## config.mk

```make
export PLATFORM = sky130hd
export DESIGN_NAME = wav_header_parser_top_flat
export DESIGN_NICKNAME = d
export VERILOG_FILES = /design/src/hdl/whp_pkg.sv /design/src/hdl/whp_if.sv /design/src/hdl/wav_header_parser_top.sv /design/src/flat_wrapper.sv
export VERILOG_INCLUDE_DIRS = /design/src /design/src/hdl
export SDC_FILE = /design/constraint.sdc
export NUM_CORES = 1
export LEC_CHECK = 0
export CAP_MARGIN = 10
export CORE_UTILIZATION = 60
export CTS_BUF_LIST = sky130_fd_sc_hd__clkbuf_8
export DETAILED_ROUTE_END_ITERATION = 10
export DONT_BUFFER_PORTS = 1
export PLACE_DENSITY = 0.77
export SLEW_MARGIN = 20
export SYNTH_ARGS = -nofsm -noshare
export SYNTH_HDL_FRONTEND = slang
export SYNTH_SLANG_ARGS = --single-unit
export TNS_END_PERCENT = 5
```

## constraint.sdc

```tcl
create_clock -name clock -period 5.15 [get_ports clock]
set_input_delay 1.03 -clock clock [delete_from_list [all_inputs] [get_ports clock]]
set_output_delay 1.03 -clock clock [all_outputs]
set_load 0.1 [all_outputs]
```

## src/hdl/wav_header_parser_top_assert.svh

```systemverilog
// Assertion macros shared by the wav header parser RTL.
`ifndef WAV_HEADER_PARSER_TOP_ASSERT_SVH
`define WAV_HEADER_PARSER_TOP_ASSERT_SVH

// Same-cycle implication, off during reset.
`define WHP_ASSERT_HOLDS(label, clk, rst, ante, cons) \
   label: assert property (@(posedge clk) disable iff (rst) (ante) |-> (cons)) \
      else $error("wav header parser: property failed");

// Next-cycle implication, off during reset.
`define WHP_ASSERT_NEXT(label, clk, rst, ante, cons) \
   label: assert property (@(posedge clk) disable iff (rst) (ante) |=> (cons)) \
      else $error("wav header parser: property failed");

`endif

```

## src/hdl/whp_pkg.sv

```systemverilog
// Types, constants and helper functions of the wav header parser.
`default_nettype none

package whp_pkg;

   typedef enum logic [1:0] {
      PH_DONE,
      PH_HEADER,
      PH_SEARCH,
      PH_SIZE
   } phase_type;

   typedef enum logic [2:0] {
      ST_OK,
      ST_NOT_RIFF,
      ST_MALFORMED,
      ST_NOT_PCM,
      ST_BAD_CHANNELS,
      ST_BAD_BITS,
      ST_NO_DATA
   } status_type;

   typedef logic [5:0] pos_type;

   localparam logic [31:0] ID_RIFF  = 32'h5249_4646;
   localparam logic [31:0] ID_WAVE  = 32'h5741_5645;
   localparam logic [31:0] ID_FMT   = 32'h666d_7420;
   localparam logic [31:0] ID_DATA  = 32'h6461_7461;
   localparam logic [15:0] FMT_PCM  = 16'h0001;
   localparam logic [31:0] FMT_SIZE = 32'd16;
   localparam logic [15:0] BITS_REQ = 16'd16;

   // Header checkpoints, in file order; each index names one check.
   localparam int NUM_CHECKS = 8;
   localparam logic [2:0] CHK_RIFF     = 3'd0;
   localparam logic [2:0] CHK_WAVE     = 3'd1;
   localparam logic [2:0] CHK_FMT      = 3'd2;
   localparam logic [2:0] CHK_FMT_SIZE = 3'd3;
   localparam logic [2:0] CHK_FORMAT   = 3'd4;
   localparam logic [2:0] CHK_CHANNELS = 3'd5;
   localparam logic [2:0] CHK_RATE     = 3'd6;
   localparam logic [2:0] CHK_BITS     = 3'd7;

   localparam pos_type LAST_HEADER_POS = 6'd35;

   localparam pos_type CHECK_POS [NUM_CHECKS] = '{
      6'd3, 6'd11, 6'd15, 6'd19, 6'd21, 6'd23, 6'd27, 6'd35
   };

   function automatic logic [31:0] swap32(input logic [31:0] w);
      return {w[7:0], w[15:8], w[23:16], w[31:24]};
   endfunction

   // Window holds the four bytes ending at the checkpoint, newest in the low byte.
   function automatic logic check_pass(input logic [2:0] idx, input logic [31:0] win);
      logic [15:0] half;
      half = {win[7:0], win[15:8]};
      unique case (idx)
         CHK_RIFF:     return win == ID_RIFF;
         CHK_WAVE:     return win == ID_WAVE;
         CHK_FMT:      return win == ID_FMT;
         CHK_FMT_SIZE: return swap32(win) == FMT_SIZE;
         CHK_FORMAT:   return half == FMT_PCM;
         CHK_CHANNELS: return (half == 16'd1) || (half == 16'd2);
         CHK_RATE:     return 1'b1;
         CHK_BITS:     return half == BITS_REQ;
         default:      return 1'b1;
      endcase
   endfunction

   function automatic status_type check_status(input logic [2:0] idx);
      unique case (idx)
         CHK_RIFF:     return ST_NOT_RIFF;
         CHK_WAVE:     return ST_MALFORMED;
         CHK_FMT:      return ST_MALFORMED;
         CHK_FMT_SIZE: return ST_NOT_PCM;
         CHK_FORMAT:   return ST_NOT_PCM;
         CHK_CHANNELS: return ST_BAD_CHANNELS;
         CHK_BITS:     return ST_BAD_BITS;
         default:      return ST_OK;
      endcase
   endfunction

endpackage

`default_nettype wire

```

## src/hdl/whp_if.sv

```systemverilog
// Valid/ready channel interfaces for the byte input and the result output.
`default_nettype none

interface whp_req_if;
   logic       valid;
   logic       ready;
   logic [7:0] file_byte;
   logic       first_byte;
   logic       last_byte;

   modport source(output valid, output file_byte, output first_byte, output last_byte,
                  input ready);
   modport sink(input valid, input file_byte, input first_byte, input last_byte,
                output ready);
endinterface

interface whp_rsp_if;
   logic        valid;
   logic        ready;
   logic [2:0]  status;
   logic [1:0]  channels;
   logic [31:0] sample_rate;
   logic [31:0] data_size;

   modport source(output valid, output status, output channels, output sample_rate,
                  output data_size, input ready);
   modport sink(input valid, input status, input channels, input sample_rate,
                input data_size, output ready);
endinterface

`default_nettype wire

```

## src/hdl/wav_header_parser_top.sv

```systemverilog
// RIFF/WAVE PCM header parser: one file byte per transfer, one result per file.
//
// req carries the file one byte per transfer, with first_byte marking the
// start of a file (restarting any parse in progress) and last_byte its end.
// rsp carries one result per file: status, channel count, sample rate and
// data chunk size. A result is produced at the first failing header check,
// after the four size bytes that follow "data", or at the final byte; a file
// that ends early is treated as padded with zero bytes. Bytes after the
// result, or with no file open, are dropped without a result.
//
// Throughput is one byte per cycle while req.ready is high: each byte is evaluated
// against all header checkpoints at once in a single combinational pass from
// the parse state registers. The result is in the output register the cycle
// after the transfer of the byte that decides it.
// The output register decouples the sides; req.ready drops only while a
// result is held and rsp.ready is low, so a stalled receiver stalls input.
// Synchronous reset puts the parser in the idle state (no file open) and
// empties the output register.
`default_nettype none

`include "wav_header_parser_top_assert.svh"

module wav_header_parser_top (
   input  wire logic  clock,
   input  wire logic  reset,
   whp_req_if.sink    req,
   whp_rsp_if.source  rsp
);

   whp_pkg::phase_type  phase_ff, phase_in;
   whp_pkg::pos_type    pos_ff, pos_in;
   logic [31:0]         window_ff, window_in;
   logic [1:0]          chan_ff, chan_in;
   logic [31:0]         rate_ff, rate_in;
   logic [31:0]         size_ff, size_in;

   logic                rsp_valid_ff;
   whp_pkg::status_type rsp_status_ff;
   logic [1:0]          rsp_chan_ff;
   logic [31:0]         rsp_rate_ff;
   logic [31:0]         rsp_size_ff;

   logic in_xfer;

   // State as seen by this byte; first_byte restarts the parse.
   whp_pkg::phase_type ph_eff;
   whp_pkg::pos_type   pos_eff;
   logic [31:0]        win_eff;
   logic [1:0]         chan_eff;
   logic [31:0]        rate_eff;
   logic [31:0]        size_eff;
   logic [31:0]        cur_win;

   // Header checkpoint evaluation.
   logic [31:0]                 chk_win [whp_pkg::NUM_CHECKS];
   logic [whp_pkg::NUM_CHECKS-1:0] chk_active;
   logic [whp_pkg::NUM_CHECKS-1:0] chk_pass;
   logic [whp_pkg::NUM_CHECKS-1:0] chk_reach;
   logic                        hdr_fail;
   whp_pkg::status_type         hdr_status;
   logic [1:0]                  hdr_chan;
   logic [31:0]                 hdr_rate;
   logic [31:0]                 size_acc;

   // Result of this byte.
   logic                res_valid;
   whp_pkg::status_type res_status;
   logic [1:0]          res_chan;
   logic [31:0]         res_rate;
   logic [31:0]         res_size;

   assign req.ready = !rsp_valid_ff || rsp.ready;
   assign in_xfer   = req.valid && req.ready;

   always_comb begin
      if (req.first_byte) begin
         ph_eff   = whp_pkg::PH_HEADER;
         pos_eff  = '0;
         win_eff  = '0;
         chan_eff = '0;
         rate_eff = '0;
         size_eff = '0;
      end else begin
         ph_eff   = phase_ff;
         pos_eff  = pos_ff;
         win_eff  = window_ff;
         chan_eff = chan_ff;
         rate_eff = rate_ff;
         size_eff = size_ff;
      end
      cur_win  = {win_eff[23:0], req.file_byte};
      size_acc = size_eff | ({24'd0, req.file_byte} << {pos_eff[1:0], 3'b000});
   end

   // Every checkpoint at or after this byte sees the window it would hold if
   // the rest of the file were zero bytes; only the current one counts unless
   // this is the final byte.
   always_comb begin
      logic [5:0] ahead;
      for (int i = 0; i < whp_pkg::NUM_CHECKS; i++) begin
         ahead = whp_pkg::CHECK_POS[i] - pos_eff;
         chk_active[i] = (pos_eff == whp_pkg::CHECK_POS[i]) ||
                         (req.last_byte && (pos_eff < whp_pkg::CHECK_POS[i]));
         chk_win[i]    = (ahead > 6'd3) ? 32'd0 : (cur_win << {ahead[1:0], 3'b000});
         chk_pass[i]   = whp_pkg::check_pass(3'(i), chk_win[i]);
      end
   end

   always_comb begin
      hdr_fail   = 1'b0;
      hdr_status = whp_pkg::ST_OK;
      for (int i = 0; i < whp_pkg::NUM_CHECKS; i++) begin
         chk_reach[i] = chk_active[i] && !hdr_fail;
         if (chk_reach[i] && !chk_pass[i]) begin
            hdr_fail   = 1'b1;
            hdr_status = whp_pkg::check_status(3'(i));
         end
      end
      hdr_chan = (chk_reach[whp_pkg::CHK_CHANNELS] && chk_pass[whp_pkg::CHK_CHANNELS]) ?
                 chk_win[whp_pkg::CHK_CHANNELS][9:8] : chan_eff;
      hdr_rate = chk_reach[whp_pkg::CHK_RATE] ?
                 whp_pkg::swap32(chk_win[whp_pkg::CHK_RATE]) : rate_eff;
   end

   // Next state.
   always_comb begin
      phase_in  = phase_ff;
      pos_in    = pos_ff;
      window_in = window_ff;
      chan_in   = chan_ff;
      rate_in   = rate_ff;
      size_in   = size_ff;
      if (in_xfer) begin
         phase_in  = ph_eff;
         pos_in    = pos_eff;
         window_in = win_eff;
         chan_in   = chan_eff;
         rate_in   = rate_eff;
         size_in   = size_eff;
         unique case (ph_eff)
            whp_pkg::PH_HEADER: begin
               window_in = cur_win;
               chan_in   = hdr_chan;
               rate_in   = hdr_rate;
               pos_in    = pos_eff + 6'd1;
               priority if (hdr_fail || req.last_byte) begin
                  phase_in = whp_pkg::PH_DONE;
               end else if (pos_eff == whp_pkg::LAST_HEADER_POS) begin
                  phase_in = whp_pkg::PH_SEARCH;
               end
            end
            whp_pkg::PH_SEARCH: begin
               window_in = cur_win;
               priority if (req.last_byte) begin
                  phase_in = whp_pkg::PH_DONE;
               end else if (cur_win == whp_pkg::ID_DATA) begin
                  phase_in = whp_pkg::PH_SIZE;
                  pos_in   = '0;
                  size_in  = '0;
               end
            end
            whp_pkg::PH_SIZE: begin
               size_in = size_acc;
               pos_in  = pos_eff + 6'd1;
               if (req.last_byte || (pos_eff[1:0] == 2'd3)) begin
                  phase_in = whp_pkg::PH_DONE;
               end
            end
            whp_pkg::PH_DONE: begin
            end
            default: begin
            end
         endcase
      end
   end

   // Result of the current byte.
   always_comb begin
      res_valid  = 1'b0;
      res_status = whp_pkg::ST_OK;
      res_chan   = chan_eff;
      res_rate   = rate_eff;
      res_size   = '0;
      unique case (ph_eff)
         whp_pkg::PH_HEADER: begin
            res_chan = hdr_chan;
            res_rate = hdr_rate;
            if (hdr_fail) begin
               res_valid  = 1'b1;
               res_status = hdr_status;
            end else if (req.last_byte) begin
               res_valid  = 1'b1;
               res_status = whp_pkg::ST_NO_DATA;
            end
         end
         whp_pkg::PH_SEARCH: begin
            // A final byte that completes the id reports an empty data chunk.
            if (req.last_byte) begin
               res_valid  = 1'b1;
               res_status = (cur_win == whp_pkg::ID_DATA) ? whp_pkg::ST_OK
                                                          : whp_pkg::ST_NO_DATA;
            end
         end
         whp_pkg::PH_SIZE: begin
            if (req.last_byte || (pos_eff[1:0] == 2'd3)) begin
               res_valid  = 1'b1;
               res_status = whp_pkg::ST_OK;
               res_size   = size_acc;
            end
         end
         whp_pkg::PH_DONE: begin
         end
         default: begin
         end
      endcase
   end

   always_ff @(posedge clock) begin
      if (reset) begin
         phase_ff     <= whp_pkg::PH_DONE;
         rsp_valid_ff <= 1'b0;
      end else begin
         phase_ff <= phase_in;
         if (in_xfer && res_valid) begin
            rsp_valid_ff <= 1'b1;
         end else if (rsp.ready) begin
            rsp_valid_ff <= 1'b0;
         end
      end
   end

   always_ff @(posedge clock) begin
      pos_ff    <= pos_in;
      window_ff <= window_in;
      chan_ff   <= chan_in;
      rate_ff   <= rate_in;
      size_ff   <= size_in;
      if (in_xfer && res_valid) begin
         rsp_status_ff <= res_status;
         rsp_chan_ff   <= res_chan;
         rsp_rate_ff   <= res_rate;
         rsp_size_ff   <= res_size;
      end
   end

   assign rsp.valid       = rsp_valid_ff;
   assign rsp.status      = rsp_status_ff;
   assign rsp.channels    = rsp_chan_ff;
   assign rsp.sample_rate = rsp_rate_ff;
   assign rsp.data_size   = rsp_size_ff;

   `WHP_ASSERT_NEXT(a_result_loaded, clock, reset, in_xfer && res_valid,
                    rsp_valid_ff && (rsp_status_ff == $past(res_status)))
   `WHP_ASSERT_HOLDS(a_result_needs_transfer, clock, reset, $rose(rsp_valid_ff),
                     $past(in_xfer))
   `WHP_ASSERT_HOLDS(a_ok_has_channels, clock, reset,
                     rsp_valid_ff && (rsp_status_ff == whp_pkg::ST_OK),
                     (rsp_chan_ff == 2'd1) || (rsp_chan_ff == 2'd2))
   `WHP_ASSERT_HOLDS(a_size_only_on_ok, clock, reset,
                     rsp_valid_ff && (rsp_status_ff != whp_pkg::ST_OK),
                     rsp_size_ff == 32'd0)
   `WHP_ASSERT_HOLDS(a_search_after_channels, clock, reset,
                     (phase_ff == whp_pkg::PH_SEARCH) || (phase_ff == whp_pkg::PH_SIZE),
                     chan_ff != 2'd0)

endmodule

`default_nettype wire
```

## src/flat_wrapper.sv

```systemverilog
// flat-port wrapper written by rule: the top's interface ports become plain ports
module wav_header_parser_top_flat 
  (clock, reset, req_valid, req_file_byte, req_first_byte, req_last_byte, req_ready, rsp_valid, rsp_status, rsp_channels, rsp_sample_rate, rsp_data_size, rsp_ready);
  whp_req_if req_i ();
  whp_rsp_if rsp_i ();
  input  wire logic clock;
  input  wire logic reset;
  input wire logic [$bits(req_i.valid)-1:0] req_valid;
  input wire logic [$bits(req_i.file_byte)-1:0] req_file_byte;
  input wire logic [$bits(req_i.first_byte)-1:0] req_first_byte;
  input wire logic [$bits(req_i.last_byte)-1:0] req_last_byte;
  output wire logic [$bits(req_i.ready)-1:0] req_ready;
  output wire logic [$bits(rsp_i.valid)-1:0] rsp_valid;
  output wire logic [$bits(rsp_i.status)-1:0] rsp_status;
  output wire logic [$bits(rsp_i.channels)-1:0] rsp_channels;
  output wire logic [$bits(rsp_i.sample_rate)-1:0] rsp_sample_rate;
  output wire logic [$bits(rsp_i.data_size)-1:0] rsp_data_size;
  input wire logic [$bits(rsp_i.ready)-1:0] rsp_ready;
  assign req_i.valid = req_valid;
  assign req_i.file_byte = req_file_byte;
  assign req_i.first_byte = req_first_byte;
  assign req_i.last_byte = req_last_byte;
  assign req_ready = req_i.ready;
  assign rsp_valid = rsp_i.valid;
  assign rsp_status = rsp_i.status;
  assign rsp_channels = rsp_i.channels;
  assign rsp_sample_rate = rsp_i.sample_rate;
  assign rsp_data_size = rsp_i.data_size;
  assign rsp_i.ready = rsp_ready;
  wav_header_parser_top u_core (.clock(clock), .reset(reset), .req(req_i), .rsp(rsp_i));
endmodule
```

* After elaboration in Yosys (flattened, before gate mapping)
Cells that the tools add are included.
Word-level totals: logic and storage cells 178, flip-flop bits (word level) 168
Cells by class: mux-type cells 56, order comparisons 16, equal/unequal tests 21, add/subtract/negate cells 9, bitwise gates (word level) 1, shifts and indexed selects 9, reduce and logical (&&, ||, !) cells 55
Operators with widths (number):
- two-way mux 32 bit | 11
- << shifter 32 x 5 -> 32 bit | 5
- == test 32 x 31 -> 1 bit, second input constant | 4
- << shifter 32 x 5 -> 16 bit | 3
- case mux 32 bit (2 select lines) | 1
- greater-than comparator 6 x 2 -> 1 bit, second input constant | 8
- two-way mux 16 bit | 3
- two-way mux 24 bit | 2
- == test 16 x 1 -> 1 bit, second input constant | 2
- == test 32 x 5 -> 1 bit, second input constant | 1
- OR 32 bit | 1
- << shifter 8 x 5 -> 32 bit | 1
- two-way mux 2 bit | 13
- logical AND 1 bit | 25
- == test 6 x 5 -> 1 bit, second input constant | 4
- less-than comparator 6 x 5 -> 1 bit, second input constant | 4
- subtractor 5 x 6 -> 6 bit, first input constant | 4
- two-way mux 3 bit | 6
- two-way mux 6 bit | 3
- == test 16 x 2 -> 1 bit, second input constant | 1
- == test 16 x 5 -> 1 bit, second input constant | 1
- zero test 1 bit | 14
- two-way mux 1 bit | 13
- == test 6 x 4 -> 1 bit, second input constant | 2
- 19 further kinds | 35

* Logic depth before layout (Yosys ltp)
word-level depth 36, gate-level depth with buffers 15, gate-level depth less buffers 11

* Worst setup path after synthesis
Ideal clock, no wire load.
path kind input port to flip-flop, from input req_first_byte, to register u_core.rsp_chan_ff[0], in the netlist u_core.rsp.channels[0], enable pin, stages on the path 12, data arrival time 4.319 ns, path slack 0.109 ns, cell sequence nand2b_1 -> inv_1 -> buf_2 -> buf_2 -> ha_1 -> xnor2_1 -> nand4_1 -> a221o_1 -> a2111oi_2 -> o22ai_1 -> o31ai_1 -> nand2_1
On the way: word-level cells in the longest chain between the ends 35, elaborated cells on any way between the ends 110
Ends and longest elaborated chain:
- start: declaration | line flat_wrapper.sv:10 | input wire logic [$bits(req_i.first_byte)-1:0] req_first_byte;
- two-way mux 6 bit | line wav_header_parser_top.sv:76 | if (req.first_byte) begin
- subtractor 2 x 6 -> 6 bit | line wav_header_parser_top.sv:101 | ahead = whp_pkg::CHECK_POS[i] - pos_eff;
- << shifter 32 x 5 -> 32 bit / greater-than comparator 6 x 2 -> 1 bit (equally long branches) | line wav_header_parser_top.sv:104 | chk_win[i] = (ahead > 6'd3) ? 32'd0 : (cur_win << {ahead[1:0], 3'b000});
- two-way mux 32 bit | line wav_header_parser_top.sv:104
- == test 32 x 31 -> 1 bit | line whp_pkg.sv:59 | CHK_RIFF: return win == ID_RIFF;
- zero test 1 bit | line wav_header_parser_top.sv:114 | if (chk_reach[i] && !chk_pass[i]) begin
- logical AND 1 bit | line wav_header_parser_top.sv:114
- two-way mux 1 bit | line wav_header_parser_top.sv:114
- [19 not listed]
- two-way mux 1 bit | line wav_header_parser_top.sv:114
- zero test 1 bit | line wav_header_parser_top.sv:113 | chk_reach[i] = chk_active[i] && !hdr_fail;
- logical AND 1 bit | line wav_header_parser_top.sv:113
- logical AND 1 bit | line wav_header_parser_top.sv:114
- two-way mux 1 bit | line wav_header_parser_top.sv:114
- two-way mux 1 bit | line wav_header_parser_top.sv:188 | if (hdr_fail) begin
- case mux 1 bit (3 select lines) (*) | line wav_header_parser_top.sv:184 | unique case (ph_eff)
- logical AND 1 bit (*) | line wav_header_parser_top.sv:238 | if (in_xfer && res_valid) begin
- end signal: assignment | line wav_header_parser_top.sv:240 | rsp_chan_ff <= res_chan;
- end: declaration | line wav_header_parser_top.sv:39 | logic [1:0] rsp_chan_ff;
Mark *: on every way between the ends. The rest lies on a longest branch, timed or not. A chain may end at the register's enable or synchronous reset.

* Worst setup path after layout
from input req_first_byte, to register u_core.rsp_rate_ff[5], in the netlist u_core.rsp.sample_rate[5] (data pin)
On the way: word-level cells in the longest chain between the ends 32, elaborated cells on any way between the ends 101
Ends and longest elaborated chain:
- two-way mux 6 bit | line wav_header_parser_top.sv:76
- subtractor 2 x 6 -> 6 bit | line wav_header_parser_top.sv:101
- << shifter 32 x 5 -> 32 bit / greater-than comparator 6 x 2 -> 1 bit (equally long branches) | line wav_header_parser_top.sv:104
- two-way mux 32 bit | line wav_header_parser_top.sv:104
- == test 32 x 31 -> 1 bit | line whp_pkg.sv:59
- zero test 1 bit | line wav_header_parser_top.sv:114
- logical AND 1 bit | line wav_header_parser_top.sv:114
- two-way mux 1 bit | line wav_header_parser_top.sv:114
- [17 not listed]
- logical AND 1 bit | line wav_header_parser_top.sv:113
- logical AND 1 bit | line wav_header_parser_top.sv:114
- two-way mux 1 bit | line wav_header_parser_top.sv:114
- zero test 1 bit | line wav_header_parser_top.sv:113
- logical AND 1 bit | line wav_header_parser_top.sv:113
- two-way mux 32 bit | line wav_header_parser_top.sv:121 | hdr_rate = chk_reach[whp_pkg::CHK_RATE] ?
- two-way mux 32 bit (*) | line wav_header_parser_top.sv:184
- named net u_core.res_rate[5] | line wav_header_parser_top.sv:69 | logic [31:0] res_rate;
- end signal: assignment | line wav_header_parser_top.sv:241 | rsp_rate_ff <= res_rate;
- end: declaration | line wav_header_parser_top.sv:40 | logic [31:0] rsp_rate_ff;
The timed path passes the listed nets; every way through them passes the cells marked *.

==> metrics <==
DR iter-0 viols between 1k and 1.5k; CP cell instances nand2b_1, inv_1, ha_1, xnor2_1, nand4_1, a221o_1, a2111oi_2, o211ai_1, buf_4, o31ai_1; hold path start u_core.rate_ff[16]; post-synthesis async set-or-reset flop share 0%; Final Wtd Congestion 0.956; final core utilization between 60% and 70%; Worst path max stage delay approximately 0.66 ns; pin slew with the least headroom to its limit 1.05 ns; total global routing overflow 0; maximum buffer depth of the clock tree 2; residual DRC count 0; x dimension of the die 127 um; startpoint class of the critical path primary input; number of gates given a new drive strength after cts 0; number of antenna-violating nets in the routed design 0; n_diodes 0; number of H-tree levels 4; highest ir drop seen on vdd 0.177 mV; critical path's top delay family compound AO/OA/AOI/OAI gates; leading cell type in the layout, fill and taps excluded edfxtp_1; Post-synth EDFFs around 170; top-level I/O count 85; average cell area after synthesis between 10 and 15 sq um; clock tree from TritonCTS built; number of iterations in the first detailed-routing pass 6; area of the core around 15,000 sq um; largest net degree at the start of global routing 88; unrepaired setup endpoints after global routing no; min cycle time layout roughly 4.3 ns; max frequency 0.234 GHz; Root Driver clkbuf_8; fraction of post-synthesis cell area in the top cell type by area between 50% and 60%; MaxCap Viol Count 0; Reg2Reg Launch Point u_core.pos_ff[0]; Req. time, crit path 5.33 ns; tightest slew margin relative to the limit 29.9%; share of synthesized area occupied by flip-flops and latches 53.4%; share of the clock period used by the worst path after layout 83.1%; number of cell rows 45; cell types with the largest area share after synthesis edfxtp_1 53%, mux2i_1 4.0%, a21oi_1 3.7%, nand2_1 3.7%, nor2_1 3.5%; DR vias 7,535; Max Transition Viols Final 0; vias in the first global route 6,975; number of antenna violations at the first check in global routing 0; Lkg Pwr 3.46 nW; crit path buf inv count 2; Worst R2R Path Depth 10; status finished clean; setup tns final 0 ns; synthesis-stage register bit count 168; IO buf count 0; total power density per cell area roughly 330 nW/um^2; peak fanout along the critical path 87; average wire length per cell after detail routing 24.8 um; worst min-delay path class reg2reg; Synth warnings 0; Worst Skew about 0.015 ns; final number of hold-violating endpoints 0; highest-count cells in the layout ignoring fill and taps 165 x edfxtp_1, 91 x nand2_1, 87 x nor2_1; Main synth FF type edfxtp_1; number of nets in the final layout 888; clock transition time at the flip-flop clock pins of the worst setup and hold paths 0.10 ns; count of cell types in the netlist between 70 and 80; number of endpoints failing setup at the final stage 0; Hold EP u_core.rsp.sample_rate[16]; share of cells above drive strength 1 10.1%; Starting Density 61.6%; full die area around 16,000 sq um; wire length of the first global-routing pass 41,100 um; capture point of the worst reg-to-reg path u_core.rsp.sample_rate[11]; DPL Wire Length 17,300 um; number of hold-repair buffers added at the cts stage 0; Inserted Clock Buffers 17; count of buffers added by post-CTS timing repair for setup 0; Arrival @ worst endpoint 4.46 ns; Critical Path Sink Type flop; path type of the worst setup path in2reg; leading area contributor after synthesis edfxtp_1; routed vias/inst 6.93; later-pin clock latency in the skew report 0.47 ns; Reg2Reg Setup Slack 0.97 ns; worst hold path depth 2; total global-route track usage 34.0%; wirelength, routed 27,000 um; Sinks on Clock Net 168; total power of the final layout ~3.2 mW; layout-stage area growth over the synthesis result 4.83%; Worst Setup SP req_first_byte; slowest library cell on the worst path inv_1; Net Count, Synth 935; cell area after synthesis 9400 sq um; Cells after Synth 911; chip height 127 um
-- worst min-delay path, stage by stage, from the launching register on --
cell,delay (ns)
edfxtp_1,0.34
nand3_1,0.07
o41ai_1,0.08
-- state kept, by name (all words and copies together) (netlist names) --
signal / flops
u_core.rate_ff: 32
u_core.rsp.data_size: 32
u_core.rsp.sample_rate: 32
u_core.size_ff: 32
u_core.window_ff: 24
u_core.pos_ff: 6
u_core.rsp.status: 3
u_core.chan_ff: 2
u_core.phase_ff: 2
u_core.rsp.channels: 2
u_core.rsp.valid: 1
-- worst max path at each step --
stage	cells past startpoint	to	slack [ns]
floorplan	12	u_core.rsp.channels[0]	0.11
global placement	10	u_core.rsp.sample_rate[5]	0.75
detailed placement	10	u_core.rsp.sample_rate[5]	0.63
CTS	10	u_core.rsp.sample_rate[11]	1.08
global route	10	u_core.rsp.data_size[22]	0.70
finish	10	u_core.rsp.sample_rate[5]	0.87
-- area by class of cell --
type | count | area (sq um)
clock buffer | 17 | 234
clock inverter | 15 | 163
fill | 1246 | 5410
inverter | 15 | 57.6
multi-input combinational | 642 | 3960
sequential | 168 | 5010
tap | 211 | 264
timing repair buffer | 20 | 163
-- through the flow --
| stage | hold slack [ns] | worst slack (ns) | area (sq um) | cells |
|---|---|---|---|---|
| 2_1_floorplan | 0.538 | 0.109 | 9400 | 911 |
| 3_3_place_gp | 0.567 | 0.753 | 9460 | 1056 |
| 3_5_place_dp | 0.566 | 0.629 | 9460 | 1056 |
| 4_1_cts | 0.596 | 1.08 | 9850 | 1088 |
| 5_1_grt | 0.618 | 0.702 | 9850 | 1088 |
| 6_report | 0.594 | 0.871 | 9850 | 1088 |
-- power breakdown --
group / total, mW / internal [mW] / leakage [nW] / switching (mW)
combinational: 0.397 / 0.143 / 1.65 / 0.253
sequential: 1.89 / 1.61 / 1.63 / 0.284
clock: 0.950 / 0.403 / 0.189 / 0.547
-- synth_stat cells, types with 4 or more instances --
cell type,number
clkbuf_1,56
a22oi_1,33
nor2_1,87
edfxtp_1,165
o21ai_0,51
nand2b_1,8
mux2i_1,38
a211oi_1,5
buf_6,5
inv_1,14
nand4b_1,4
nand3_1,38
nand4_1,10
a31o_2,7
ha_1,10
o2111ai_1,4
nor2b_1,15
mux2_2,10
nand2_1,92
xnor2_1,4
o22a_1,4
buf_1,12
o22ai_1,7
a21oi_1,69
and3_1,21
nand3b_1,5
a31oi_1,4
a21o_1,15
nor3_1,16
buf_2,13
o31ai_1,19
-- per-layer routing --
layer / global-route usage, % / vias up / share of wire [%]
met5: 0 / - / 0
met4: 10.6 / 0 / 2.0
met3: 7.12 / 56 / 9.9
met2: 51.8 / 493 / 45
met1: 49.2 / 3659 / 43
li1: - / 3327 / -
-- kinds of logic after synthesis --
| logic type | count (synthesis) | synth area share, % |
|---|---|---|
| AOI/OAI and AO/OA | 253 | 17.7 |
| xor gates and xnor gates | 5 | 0.466 |
| and+or+nand+nor | 325 | 17.1 |
| DFF | 168 | 53.4 |
| buffers and inverters | 101 | 4.61 |
| adders and majority gates | 10 | 1.33 |
| muxes | 49 | 5.40 |
Note: power is estimated with default switching activity, not from simulation.
